## src/design/ipv4_header_generator_top_assert.svh

```systemverilog
// ----------------------------------------------------------------------------
// IPv4 header generator assertion macros
// Shared concurrent assertion forms, clocked on clk and disabled in reset.
// ----------------------------------------------------------------------------
`ifndef IPV4_HEADER_GENERATOR_TOP_ASSERT_SVH
`define IPV4_HEADER_GENERATOR_TOP_ASSERT_SVH

// A condition that must hold at every clock edge out of reset.
`define IHG_ASSERT_ALWAYS(label, cond, msg) \
	label: assert property (@(posedge clk) disable iff (!arst_n) (cond)) else $error(msg);

// A condition that implies another in the same cycle.
`define IHG_ASSERT_IMPLY(label, ante, cons, msg) \
	label: assert property (@(posedge clk) disable iff (!arst_n) (ante) |-> (cons)) \
		else $error(msg);

// A condition that implies another in the next cycle.
`define IHG_ASSERT_NEXT(label, ante, cons, msg) \
	label: assert property (@(posedge clk) disable iff (!arst_n) (ante) |=> (cons)) \
		else $error(msg);

`endif

```

## src/design/ihg_pkg.sv

```systemverilog
// ----------------------------------------------------------------------------
// IPv4 header generator package
// Types, constants and register indexes shared by the header generator.
// ----------------------------------------------------------------------------
`timescale 1ns / 1ps
`default_nettype none

package ihg_pkg;

	localparam int HDR_WORDS = 5;
	localparam int QUEUE_DEPTH = 4;
	localparam int IN_DATA_W = 72;
	localparam int WORD_W = 32;
	localparam int CFG_INDEX_W = 1;
	localparam int CFG_DATA_W = 32;

	localparam logic [7:0] VERSION_IHL = 8'h45;
	localparam logic [7:0] SERVICE_TYPE = 8'h00;
	localparam logic [15:0] IDENT_RESET = 16'h0001;
	localparam logic [7:0] TTL_RESET = 8'd64;
	localparam logic [31:0] SOURCE_RESET = 32'h0000_0000;

	localparam logic [CFG_INDEX_W-1:0] CFG_SOURCE_ADDR = 1'b0;
	localparam logic [CFG_INDEX_W-1:0] CFG_TIME_TO_LIVE = 1'b1;

	typedef struct packed {
		logic [15:0] total_length;
		logic [15:0] ident;
		logic [15:0] flags_fragment;
		logic [7:0]  time_to_live;
		logic [7:0]  protocol;
		logic [15:0] checksum;
		logic [31:0] source_addr;
		logic [31:0] dest_addr;
	} hdr_t;

endpackage

`default_nettype wire

```

## src/design/ipv4_header_generator_top.sv

```systemverilog
// ----------------------------------------------------------------------------
// IPv4 header generator
// Requests pass the front register, header queue and registered output stage.
// Each header leaves as five words; new requests queue up while a header is sent.
// Reset clears the queue, output stage and identification counter (to 1).
// ----------------------------------------------------------------------------
`timescale 1ns / 1ps
`default_nettype none

module ipv4_header_generator_top #(
	parameter int QUEUE_DEPTH = ihg_pkg::QUEUE_DEPTH
) (
	input  wire logic                            clk,
	input  wire logic                            arst_n,
	input  wire logic                            s_tvalid,
	output logic                                 s_tready,
	// dest_addr, protocol, flags_fragment, total_length
	input  wire logic [ihg_pkg::IN_DATA_W-1:0]   s_tdata,
	output logic                                 m_tvalid,
	input  wire logic                            m_tready,
	// header_word
	output logic [ihg_pkg::WORD_W-1:0]           m_tdata,
	output logic                                 m_tlast,
	input  wire logic                            cfg_we,
	input  wire logic [ihg_pkg::CFG_INDEX_W-1:0] cfg_index,
	input  wire logic [ihg_pkg::CFG_DATA_W-1:0]  cfg_data
);

	logic          push;
	logic          push_ready;
	ihg_pkg::hdr_t push_hdr;
	logic          pop;
	logic          head_valid;
	ihg_pkg::hdr_t head_hdr;

	ihg_front u_front (
		.clk        (clk),
		.arst_n     (arst_n),
		.s_tvalid   (s_tvalid),
		.s_tready   (s_tready),
		.s_tdata    (s_tdata),
		.cfg_we     (cfg_we),
		.cfg_index  (cfg_index),
		.cfg_data   (cfg_data),
		.push       (push),
		.push_ready (push_ready),
		.push_hdr   (push_hdr)
	);

	ihg_queue #(
		.DEPTH (QUEUE_DEPTH)
	) u_queue (
		.clk        (clk),
		.arst_n     (arst_n),
		.push       (push),
		.push_ready (push_ready),
		.push_hdr   (push_hdr),
		.pop        (pop),
		.head_valid (head_valid),
		.head_hdr   (head_hdr)
	);

	ihg_back u_back (
		.clk        (clk),
		.arst_n     (arst_n),
		.head_valid (head_valid),
		.head_hdr   (head_hdr),
		.pop        (pop),
		.m_tvalid   (m_tvalid),
		.m_tready   (m_tready),
		.m_tdata    (m_tdata),
		.m_tlast    (m_tlast)
	);

endmodule

`default_nettype wire

```

## src/design/ihg_front.sv

```systemverilog
// ----------------------------------------------------------------------------
// IPv4 header generator front end
// Accepts requests, assigns the identification and computes the checksum.
// ----------------------------------------------------------------------------
`timescale 1ns / 1ps
`default_nettype none
`include "ipv4_header_generator_top_assert.svh"

module ihg_front (
	input  wire logic                               clk,
	input  wire logic                               arst_n,
	input  wire logic                               s_tvalid,
	output logic                                    s_tready,
	input  wire logic [ihg_pkg::IN_DATA_W-1:0]      s_tdata,
	input  wire logic                               cfg_we,
	input  wire logic [ihg_pkg::CFG_INDEX_W-1:0]    cfg_index,
	input  wire logic [ihg_pkg::CFG_DATA_W-1:0]     cfg_data,
	output logic                                    push,
	input  wire logic                               push_ready,
	output ihg_pkg::hdr_t                           push_hdr
);

	logic [31:0] source_q;
	logic [7:0]  ttl_q;
	logic [15:0] ident_q;
	logic        valid_s1;
	ihg_pkg::hdr_t hdr_s1;
	logic [16:0] part_s1 [ihg_pkg::HDR_WORDS];
	logic        accept;
	logic [19:0] sum;
	logic [16:0] fold1;
	logic [15:0] fold2;

	assign s_tready = !valid_s1 || push_ready;
	assign accept = s_tvalid && s_tready;

	always_ff @(posedge clk or negedge arst_n) begin
		if (!arst_n) begin
			source_q <= ihg_pkg::SOURCE_RESET;
			ttl_q <= ihg_pkg::TTL_RESET;
		end else if (cfg_we) begin
			case (cfg_index)
				ihg_pkg::CFG_SOURCE_ADDR: source_q <= cfg_data;
				ihg_pkg::CFG_TIME_TO_LIVE: ttl_q <= cfg_data[7:0];
				default: ;
			endcase
		end
	end

	always_ff @(posedge clk or negedge arst_n) begin
		if (!arst_n) begin
			ident_q <= ihg_pkg::IDENT_RESET;
			valid_s1 <= 1'b0;
		end else begin
			if (accept) begin
				ident_q <= ident_q + 16'd1;
				valid_s1 <= 1'b1;
			end else if (push) begin
				valid_s1 <= 1'b0;
			end
		end
	end

	always_ff @(posedge clk) begin
		if (accept) begin
			hdr_s1.dest_addr <= s_tdata[31:0];
			hdr_s1.protocol <= s_tdata[39:32];
			hdr_s1.flags_fragment <= s_tdata[55:40];
			hdr_s1.total_length <= s_tdata[71:56];
			hdr_s1.ident <= ident_q;
			hdr_s1.time_to_live <= ttl_q;
			hdr_s1.source_addr <= source_q;
			hdr_s1.checksum <= 16'h0000;
			part_s1[0] <= {1'b0, ihg_pkg::VERSION_IHL, ihg_pkg::SERVICE_TYPE}
				+ {1'b0, s_tdata[71:56]};
			part_s1[1] <= {1'b0, ident_q} + {1'b0, s_tdata[55:40]};
			part_s1[2] <= {1'b0, ttl_q, s_tdata[39:32]};
			part_s1[3] <= {1'b0, source_q[31:16]} + {1'b0, source_q[15:0]};
			part_s1[4] <= {1'b0, s_tdata[31:16]} + {1'b0, s_tdata[15:0]};
		end
	end

	always_comb begin
		sum = {3'b000, part_s1[0]} + {3'b000, part_s1[1]} + {3'b000, part_s1[2]}
			+ {3'b000, part_s1[3]} + {3'b000, part_s1[4]};
		fold1 = {1'b0, sum[15:0]} + {13'd0, sum[19:16]};
		fold2 = fold1[15:0] + {15'd0, fold1[16]};
		push_hdr = hdr_s1;
		push_hdr.checksum = ~fold2;
	end

	assign push = valid_s1 && push_ready;

	`IHG_ASSERT_NEXT(a_ident_step, accept, ident_q == $past(ident_q) + 16'd1,
		"identification did not advance by one on an accepted item")

endmodule

`default_nettype wire

```

## src/design/ihg_queue.sv

```systemverilog
// ----------------------------------------------------------------------------
// IPv4 header generator header queue
// Short first-in first-out store of finished headers between front and back.
// ----------------------------------------------------------------------------
`timescale 1ns / 1ps
`default_nettype none
`include "ipv4_header_generator_top_assert.svh"

module ihg_queue #(
	parameter int DEPTH = ihg_pkg::QUEUE_DEPTH
) (
	input  wire logic          clk,
	input  wire logic          arst_n,
	input  wire logic          push,
	output logic               push_ready,
	input  wire ihg_pkg::hdr_t push_hdr,
	input  wire logic          pop,
	output logic               head_valid,
	output ihg_pkg::hdr_t      head_hdr
);

	localparam int AW = (DEPTH > 1) ? $clog2(DEPTH) : 1;
	localparam int CW = $clog2(DEPTH + 1);
	localparam logic [AW-1:0] LAST_SLOT = AW'(DEPTH - 1);
	localparam logic [CW-1:0] FULL_COUNT = CW'(DEPTH);

	ihg_pkg::hdr_t store_q [DEPTH];
	logic [AW-1:0] wr_ptr_q;
	logic [AW-1:0] rd_ptr_q;
	logic [CW-1:0] count_q;

	assign push_ready = count_q != FULL_COUNT;
	assign head_valid = count_q != '0;
	assign head_hdr = store_q[rd_ptr_q];

	always_ff @(posedge clk) begin
		if (push) begin
			store_q[wr_ptr_q] <= push_hdr;
		end
	end

	always_ff @(posedge clk or negedge arst_n) begin
		if (!arst_n) begin
			wr_ptr_q <= '0;
			rd_ptr_q <= '0;
			count_q <= '0;
		end else begin
			if (push) begin
				wr_ptr_q <= (wr_ptr_q == LAST_SLOT) ? '0 : wr_ptr_q + AW'(1);
			end
			if (pop) begin
				rd_ptr_q <= (rd_ptr_q == LAST_SLOT) ? '0 : rd_ptr_q + AW'(1);
			end
			case ({push, pop})
				2'b10: count_q <= count_q + CW'(1);
				2'b01: count_q <= count_q - CW'(1);
				default: ;
			endcase
		end
	end

	`IHG_ASSERT_ALWAYS(a_count_range, count_q <= FULL_COUNT,
		"queue fill count beyond its depth")
	`IHG_ASSERT_IMPLY(a_no_pop_empty, pop, count_q != '0,
		"header taken from an empty queue")

endmodule

`default_nettype wire

```

## src/design/ihg_back.sv

```systemverilog
// ----------------------------------------------------------------------------
// IPv4 header generator back end
// Sends the queued header as five words through a registered output stage.
// ----------------------------------------------------------------------------
`timescale 1ns / 1ps
`default_nettype none
`include "ipv4_header_generator_top_assert.svh"

module ihg_back (
	input  wire logic                        clk,
	input  wire logic                        arst_n,
	input  wire logic                        head_valid,
	input  wire ihg_pkg::hdr_t               head_hdr,
	output logic                             pop,
	output logic                             m_tvalid,
	input  wire logic                        m_tready,
	output logic [ihg_pkg::WORD_W-1:0]       m_tdata,
	output logic                             m_tlast
);

	localparam logic [2:0] LAST_IDX = 3'(ihg_pkg::HDR_WORDS - 1);

	logic [2:0]  word_idx_q;
	logic        out_load;
	logic        is_last;
	logic [31:0] word;

	assign out_load = !m_tvalid || m_tready;
	assign is_last = word_idx_q == LAST_IDX;
	assign pop = out_load && head_valid && is_last;

	always_comb begin
		case (word_idx_q)
			3'd0: word = {ihg_pkg::VERSION_IHL, ihg_pkg::SERVICE_TYPE, head_hdr.total_length};
			3'd1: word = {head_hdr.ident, head_hdr.flags_fragment};
			3'd2: word = {head_hdr.time_to_live, head_hdr.protocol, head_hdr.checksum};
			3'd3: word = head_hdr.source_addr;
			default: word = head_hdr.dest_addr;
		endcase
	end

	always_ff @(posedge clk or negedge arst_n) begin
		if (!arst_n) begin
			m_tvalid <= 1'b0;
			word_idx_q <= '0;
		end else if (out_load) begin
			m_tvalid <= head_valid;
			if (head_valid) begin
				word_idx_q <= is_last ? 3'd0 : word_idx_q + 3'd1;
			end
		end
	end

	always_ff @(posedge clk) begin
		if (out_load && head_valid) begin
			m_tdata <= word;
			m_tlast <= is_last;
		end
	end

	`IHG_ASSERT_IMPLY(a_head_held, word_idx_q != 3'd0, head_valid,
		"queue head lost in the middle of a header")
	`IHG_ASSERT_ALWAYS(a_idx_range, word_idx_q <= LAST_IDX,
		"header word index out of range")

endmodule

`default_nettype wire

```

## config.mk

```make
export PLATFORM = sky130hd
export DESIGN_NAME = ipv4_header_generator_top
export DESIGN_NICKNAME = d
export VERILOG_FILES = /design/src/design/ihg_pkg.sv /design/src/design/ipv4_header_generator_top.sv /design/src/design/ihg_front.sv /design/src/design/ihg_queue.sv /design/src/design/ihg_back.sv
export VERILOG_INCLUDE_DIRS = /design/src /design/src/design
export SDC_FILE = /design/constraint.sdc
export NUM_CORES = 1
export LEC_CHECK = 0
export ABC_AREA = 1
export BUFFER_PORTS_ARGS = -buffer_cell sky130_fd_sc_hd__buf_2
export CAP_MARGIN = 0
export CORE_ASPECT_RATIO = 0.9
export CORE_UTILIZATION = 34
export DETAILED_ROUTE_END_ITERATION = 8
export GPL_ROUTABILITY_DRIVEN = 0
export HOLD_SLACK_MARGIN = 0.12
export PLACE_DENSITY = 0.52
export SYNTH_ARGS = -nofsm -noshare
export SYNTH_HDL_FRONTEND = slang
export SYNTH_SLANG_ARGS = --single-unit
```

## constraint.sdc

```tcl
create_clock -name clk -period 10.37 [get_ports clk]
set_input_delay 0.5185 -clock clk [delete_from_list [all_inputs] [get_ports clk]]
set_output_delay 0.5185 -clock clk [all_outputs]
set_load 0.01 [all_outputs]
```

# After elaboration in Yosys (flattened, before gate mapping)

Memories as Yosys holds them, arrays and structs flattened.
Cells that the tools add are included.
W data, S select, Z words.

Register bits after elaboration: 229
Bits in latches: 0
Bits in writable memories: 661
Bits in read-only memories: 0
Output and inout port bits: 35
Memories: 2

Memories:

| memory          | words | bits a word | read ports | clocked after Yosys merged registers in | wr ports | line            | RTL |
|---|---|---|---|---|---|---|---|
| u_queue.store_q | 4     | 144         | 1          | 0                                       | 1        | ihg_queue.sv:27 | `ihg_pkg::hdr_t store_q [DEPTH];` |
| u_front.part_s1 | 5     | 17          | 5          | 0                                       | 5        | ihg_front.sv:28 | `logic [16:0] part_s1 [ihg_pkg::HDR_WORDS];` |

$add $sub $neg: 16
Multipliers: 0
Divide/modulo/power cells: 0
Order comparisons: 0
Eq/ne operators: 9
Shift-type cells: 0
Muxes and demuxes: 11
Bitwise operators: 2
Reductions and logical operators: 15

Operators by type and width:

| operator                 | number |
|---|---|
| $pmux W32 S4             | 1 |
| $add A20 B17 Y20         | 3 |
| $add A16 B16 Y17         | 3 |
| $add A17 B17 Y18         | 1 |
| $add A15 B16 Y17 const A | 1 |
| $add A16 B4 Y17          | 1 |
| $add A16 B1 Y16          | 1 |
| $add A16 B1 Y16 const B  | 1 |
| $not A16 Y16             | 1 |
| $add A3 B1 Y3 const B    | 2 |
| $eq A2 B2 Y1 const B     | 3 |
| $eq A3 B2 Y1 const B     | 2 |
| $mux W1                  | 6 |
| $pmux W3 S2              | 1 |
| $reduce_and A2 Y1        | 3 |
| $add A2 B1 Y2 const B    | 2 |
| $logic_and A1 B1 Y1      | 4 |
| $mux W2                  | 2 |
| $reduce_bool A2 Y1       | 2 |
| $eq A3 B1 Y1 const B     | 1 |
| $eq A3 B3 Y1 const B     | 1 |
| $logic_not A3 Y1         | 1 |
| $mux W3                  | 1 |
| $ne A3 B3 Y1 const B     | 1 |
| other kinds (6)          | 8 |

# Depth between registers and ports, before layout

An unclocked memory read counts as a cell.

Word-level depth: 8
Gate-level depth with buffers: 46
Gate-level depth less buffers: 46

# Cells and area by module

A second synthesis with hierarchy kept.

Cell total of the unflattened synthesis: 3363
Area total of the unflattened synthesis: 39456.6 sq um

By module, submodules not included:

| module    | times used | cells an instance | area each (sq um) |
|---|---|---|---|
| ihg_queue | 1          | 1733              | 23336.1 |
| ihg_front | 1          | 1267              | 13571.8 |
| ihg_back  | 1          | 363               | 2548.7 |

# Least setup slack after synthesis

OpenSTA, ideal clock, no wires.

Path type: register to register
Start: register u_queue.count_q[2]
End: memory u_queue.store_q[0][0] (netlist name), enable pin
Data arrival time: 6.661 ns
Setup slack: 3.059 ns
Cell stages (with the launch flop): 4
Path buffers: 0
Clock period less this slack: 7.311 ns
Cell sequence: dfrtp_1 > inv_1 > o31ai_1 > nor2_1

Cells in the longest elaborated chain, start to end: 4

RTL lines:

| element                       | line            | RTL |
|---|---|---|
| from (decl)                   | ihg_queue.sv:30 | `logic [CW-1:0] count_q;` |
| from (signal assigned)        | ihg_queue.sv:55 | `2'b10: count_q <= count_q + CW'(1);` |
| from (signal assigned)        | ihg_queue.sv:56 | `2'b01: count_q <= count_q - CW'(1);` |
| $ne A3 B3 Y1                  | ihg_queue.sv:32 | `assign push_ready = count_q != FULL_COUNT;` |
| $logic_and A1 B1 Y1           | ihg_front.sv:92 | `assign push = valid_s1 && push_ready;` |
| $mux W1                       | ihg_queue.sv:37 | `if (push) begin` |
| $mux W1 (not written as such) | ihg_queue.sv:38 | `store_q[wr_ptr_q] <= push_hdr;` |
| to (decl)                     | ihg_queue.sv:27 |  |

Every way passes these cells.

==> flow_metrics.env <==
export IMPL_status="completed"
export IMPL_cts_buffers=94
export IMPL_cpMostUsedCell="inv_1"
export IMPL_synth_edf_count=797
export IMPL_synthCells=2945
export IMPL_cpLargestDelayFamily="adder cells"
export IMPL_reg2reg_from="u_front.push_hdr[128]"
export IMPL_core_area_um2=108000
export IMPL_pre_cts_ws_ns=2.15
export IMPL_clock_sinks=865
export IMPL_grt_pass1_wl_um=151000
export IMPL_startpoint="u_front.push_hdr[128]"
export IMPL_fp_dieW_um=351
export IMPL_critical_path_endpoint="u_queue.store_q[1][76]"
export IMPL_ys_dominant_reg_cell="edfxtp_1"
export IMPL_worst_path_buf_inv=5
export IMPL_wl_um=106000
export IMPL_dr_first_iter_drc_count=2076
export IMPL_hpwl_um=71400
export IMPL_postLayoutCellArea_um2=43900
export IMPL_fin_crit_ns=8.30
export IMPL_slew_headroom_pct=23.4
export IMPL_synth_avg_cell_area_um2=12.7
export IMPL_nFillCells=10133
export IMPL_cts_tree="built"
export IMPL_setup_tns_ns=0
export IMPL_postCtsSetupRepairBufs=0
export IMPL_hp_class="in2reg"
export IMPL_vias=23677
export IMPL_setup_viol=0
export IMPL_grt_max_degree=129
export IMPL_maxCapViolations=0
export IMPL_syn_num_nets=3198
export IMPL_first_pass_iters=5
export IMPL_place_area_um2=39700
export IMPL_rsz0062_at_grt="no"
export IMPL_fmax_mhz=121
export IMPL_seqCellArea_um2=25600
export IMPL_worstSetupEndpointType="flip-flop"
export IMPL_yosysSeqAreaShare_pct=68.8
export IMPL_portBuffers=144
export IMPL_hold_ws_ns=0.149
export IMPL_synth_cell_type_count=50
export IMPL_antenna_found_initial=3
export IMPL_cpMaxStageDelayCell="fa_1"
export IMPL_r2r_end="u_queue.store_q[1][76]"
export IMPL_hold_viol_final=0
export IMPL_grt_use_met1_pct=27.5
export IMPL_use_met3_pct=3.00
export IMPL_layout_drive_gt1_share_pct=12.9
export IMPL_required_ns=10.79
export IMPL_start_util_pct=34.5
export IMPL_clock_path_buffers=3
export IMPL_ios=145
export IMPL_async_flop_share_pct=7.86
export IMPL_multi_input_area_um2=10400
export IMPL_busiest_layer="met2"
export IMPL_path_clk_slew_ns=0.06
export IMPL_routedWlPerCell_um=22.4
export IMPL_worst_slack_ns=2.07
export IMPL_fp_dieArea_um2=111000
export IMPL_root_buffer="clkbuf_16"
export IMPL_worstPathArrival_ns=8.72
export IMPL_syn_area_um2=37300
export IMPL_startpoint_type="flip-flop"
export IMPL_tightest_slew_ns=1.15
export IMPL_worstSetupPathDepth=41
export IMPL_grt_pass1_vias=22113
export IMPL_clock_latency_ns=0.68
export IMPL_critPathKind="reg2reg"
export IMPL_crit_path_max_incr_delay_ns=0.52
export IMPL_rows=114
export IMPL_period_share_pct=80.0
export IMPL_htreeDepth=3
export IMPL_area_growth_pct=17.8
export IMPL_grt_use_met2_pct=29.3
export IMPL_die_y_um=316
export IMPL_hold_depth=1
export IMPL_slew_viol_final=0
export IMPL_fin_skew_ns=0.0306
export IMPL_grt_usage_pct=18.9
export IMPL_drc=0
export IMPL_overflow=0
export IMPL_ys_seq_elements=865
export IMPL_yosysWarnings=0
export IMPL_worstPathMaxFanout=6
export IMPL_ant_nets=0
export IMPL_r2r_cells=41
export IMPL_vias_per_cell=5.00
export IMPL_reg2reg_slack_ns=2.07
export IMPL_final_net_count=3456
==> sequential cells by signal, summed over array words and instances (netlist names) <==
signal             cells
u_front.valid_s1       1
u_front.source_q      32
u_front.ttl_q          8
u_front.ident_q       16
u_queue.rd_ptr_q       2
u_back.m_tvalid        1
u_back.m_tdata        32
u_front.push_hdr     126
u_queue.wr_ptr_q       2
u_queue.store_q      576
u_back.word_idx_q      3
u_front.part_s1       62
u_queue.count_q        3
u_back.m_tlast         1
==> timing repair <==
item	in CTS	in global routing
endpoints found under the hold margin	123	1
endpoints found under the setup margin	0	0
gates resized for setup	0	0
hold buffers	96	1
==> metal layers <==
metal | vias to the layer above | wire length, um | share of wire [%]
li1 | 11106 | - | -
met3 | 137 | 5620 | 5.3
met2 | 651 | 48200 | 46
met4 | 2 | 2710 | 2.6
met1 | 11781 | 49300 | 47
met5 | - | 13 | 0.012
==> area by class of cell <==
type                            instances  area share [%]
Clock buffer                          110            5.52
Timing Repair Buffer                  277            4.48
Clock inverter                         64            1.76
Inverter                              223            1.95
Sequential cell                       865            58.4
Multi-Input combinational cell       1742            23.7
Antenna cell                            1         0.00570
Tap cell                             1450            4.13
==> through the flow <==
stage / instances / util, %
finish: 4732 / 40.6
global route: 4732 / 40.6
CTS: 4730 / 40.6
floorplan: 2945 / -
global placement: 4460 / 36.8
detailed placement: 4460 / 36.8
==> kinds of logic (layout without fill, tap and decap cells) <==
| family | after synthesis | after routing | synth area share [%] |
|---|---|---|---|
| AO/OA/AOI/OAI | 582 | 582 | 8.88 |
| adder cells (fa/ha/maj) | 143 | 143 | 5.59 |
| other | 0 | 1 | 0 |
| AND/OR/NAND/NOR | 903 | 903 | 10.4 |
| flip-flops | 865 | 865 | 68.8 |
| XOR/XNOR | 91 | 91 | 2.18 |
| buffers and inverters | 338 | 674 | 3.43 |
| multiplexers | 23 | 23 | 0.695 |
==> worst reg2reg max path, delay by kind of cell, from the launching register on <==
family	cells	cell delay [ns]
adder cells (fa/ha/maj)	8	2.92
AND/OR/NAND/NOR	17	1.99
AO/OA/AOI/OAI	8	1.75
XOR/XNOR	3	0.66
flip-flops	1	0.40
buffers and inverters	5	0.32
==> how the worst min path moves through the flow <==
| stage | start | endpoint | slack [ns] |
|---|---|---|---|
| 3_3_place_gp | u_front.ttl_q[1] | u_front.push_hdr[89] | 0.43 |
| 5_1_grt | s_tdata[8] | u_front.push_hdr[8] | 0.13 |
| 4_1_cts | s_tdata[44] | u_front.push_hdr[100] | 0.12 |
| 6_report | s_tdata[42] | u_front.push_hdr[98] | 0.15 |
| 3_5_place_dp | u_front.ttl_q[2] | u_front.push_hdr[90] | 0.43 |
| 2_1_floorplan | arst_n | u_back.m_tvalid | 0.22 |
==> synthesized netlist by cell type (8+ instances only) <==
master	instances	area, um^2
a21boi_0	9	67.6
a21oi_1	110	551
a221oi_1	11	96.3
a31oi_1	16	100
a32o_1	12	120
buf_1	11	41.3
clkbuf_1	99	372
dfrtp_1	66	1650
edfxtp_1	797	23900
fa_1	39	781
ha_1	104	1300
inv_1	209	785
inv_2	14	52.6
mux2_2	23	259
nand2_1	411	1540
nand2_2	17	106
nand3_1	111	556
nand3_2	9	90.1
nand4_1	40	250
nor2_1	282	1060
nor2_2	8	50.1
o21ai_0	272	1360
o22ai_1	112	701
xnor2_1	30	263
xor2_1	59	517
==> cells in the final DEF, fill, tap and decap left out, drive strengths merged <==
cell type,instances
a21boi,9
a21o,5
a21oi,110
a221o,5
a221oi,11
a22o,5
a31oi,16
a32o,12
and2,1
buf,180
bufinv,14
clkbuf,110
clkinv,42
clkinvlp,4
dfrtp,66
dfstp,2
diode,1
dlygate4sd3,97
edfxtp,797
fa,39
ha,104
inv,227
mux2,23
nand2,433
nand3,122
nand3b,3
nand4,41
nor2,294
nor3,7
nor3b,1
nor4,1
o2111ai,5
o211ai,2
o21a,3
o21ai,280
o21bai,2
o22ai,112
o31ai,5
xnor2,31
xor2,60
Power is not shown: default switching activity piles up to over one toggle a cycle in this logic, so the estimate is an artifact.
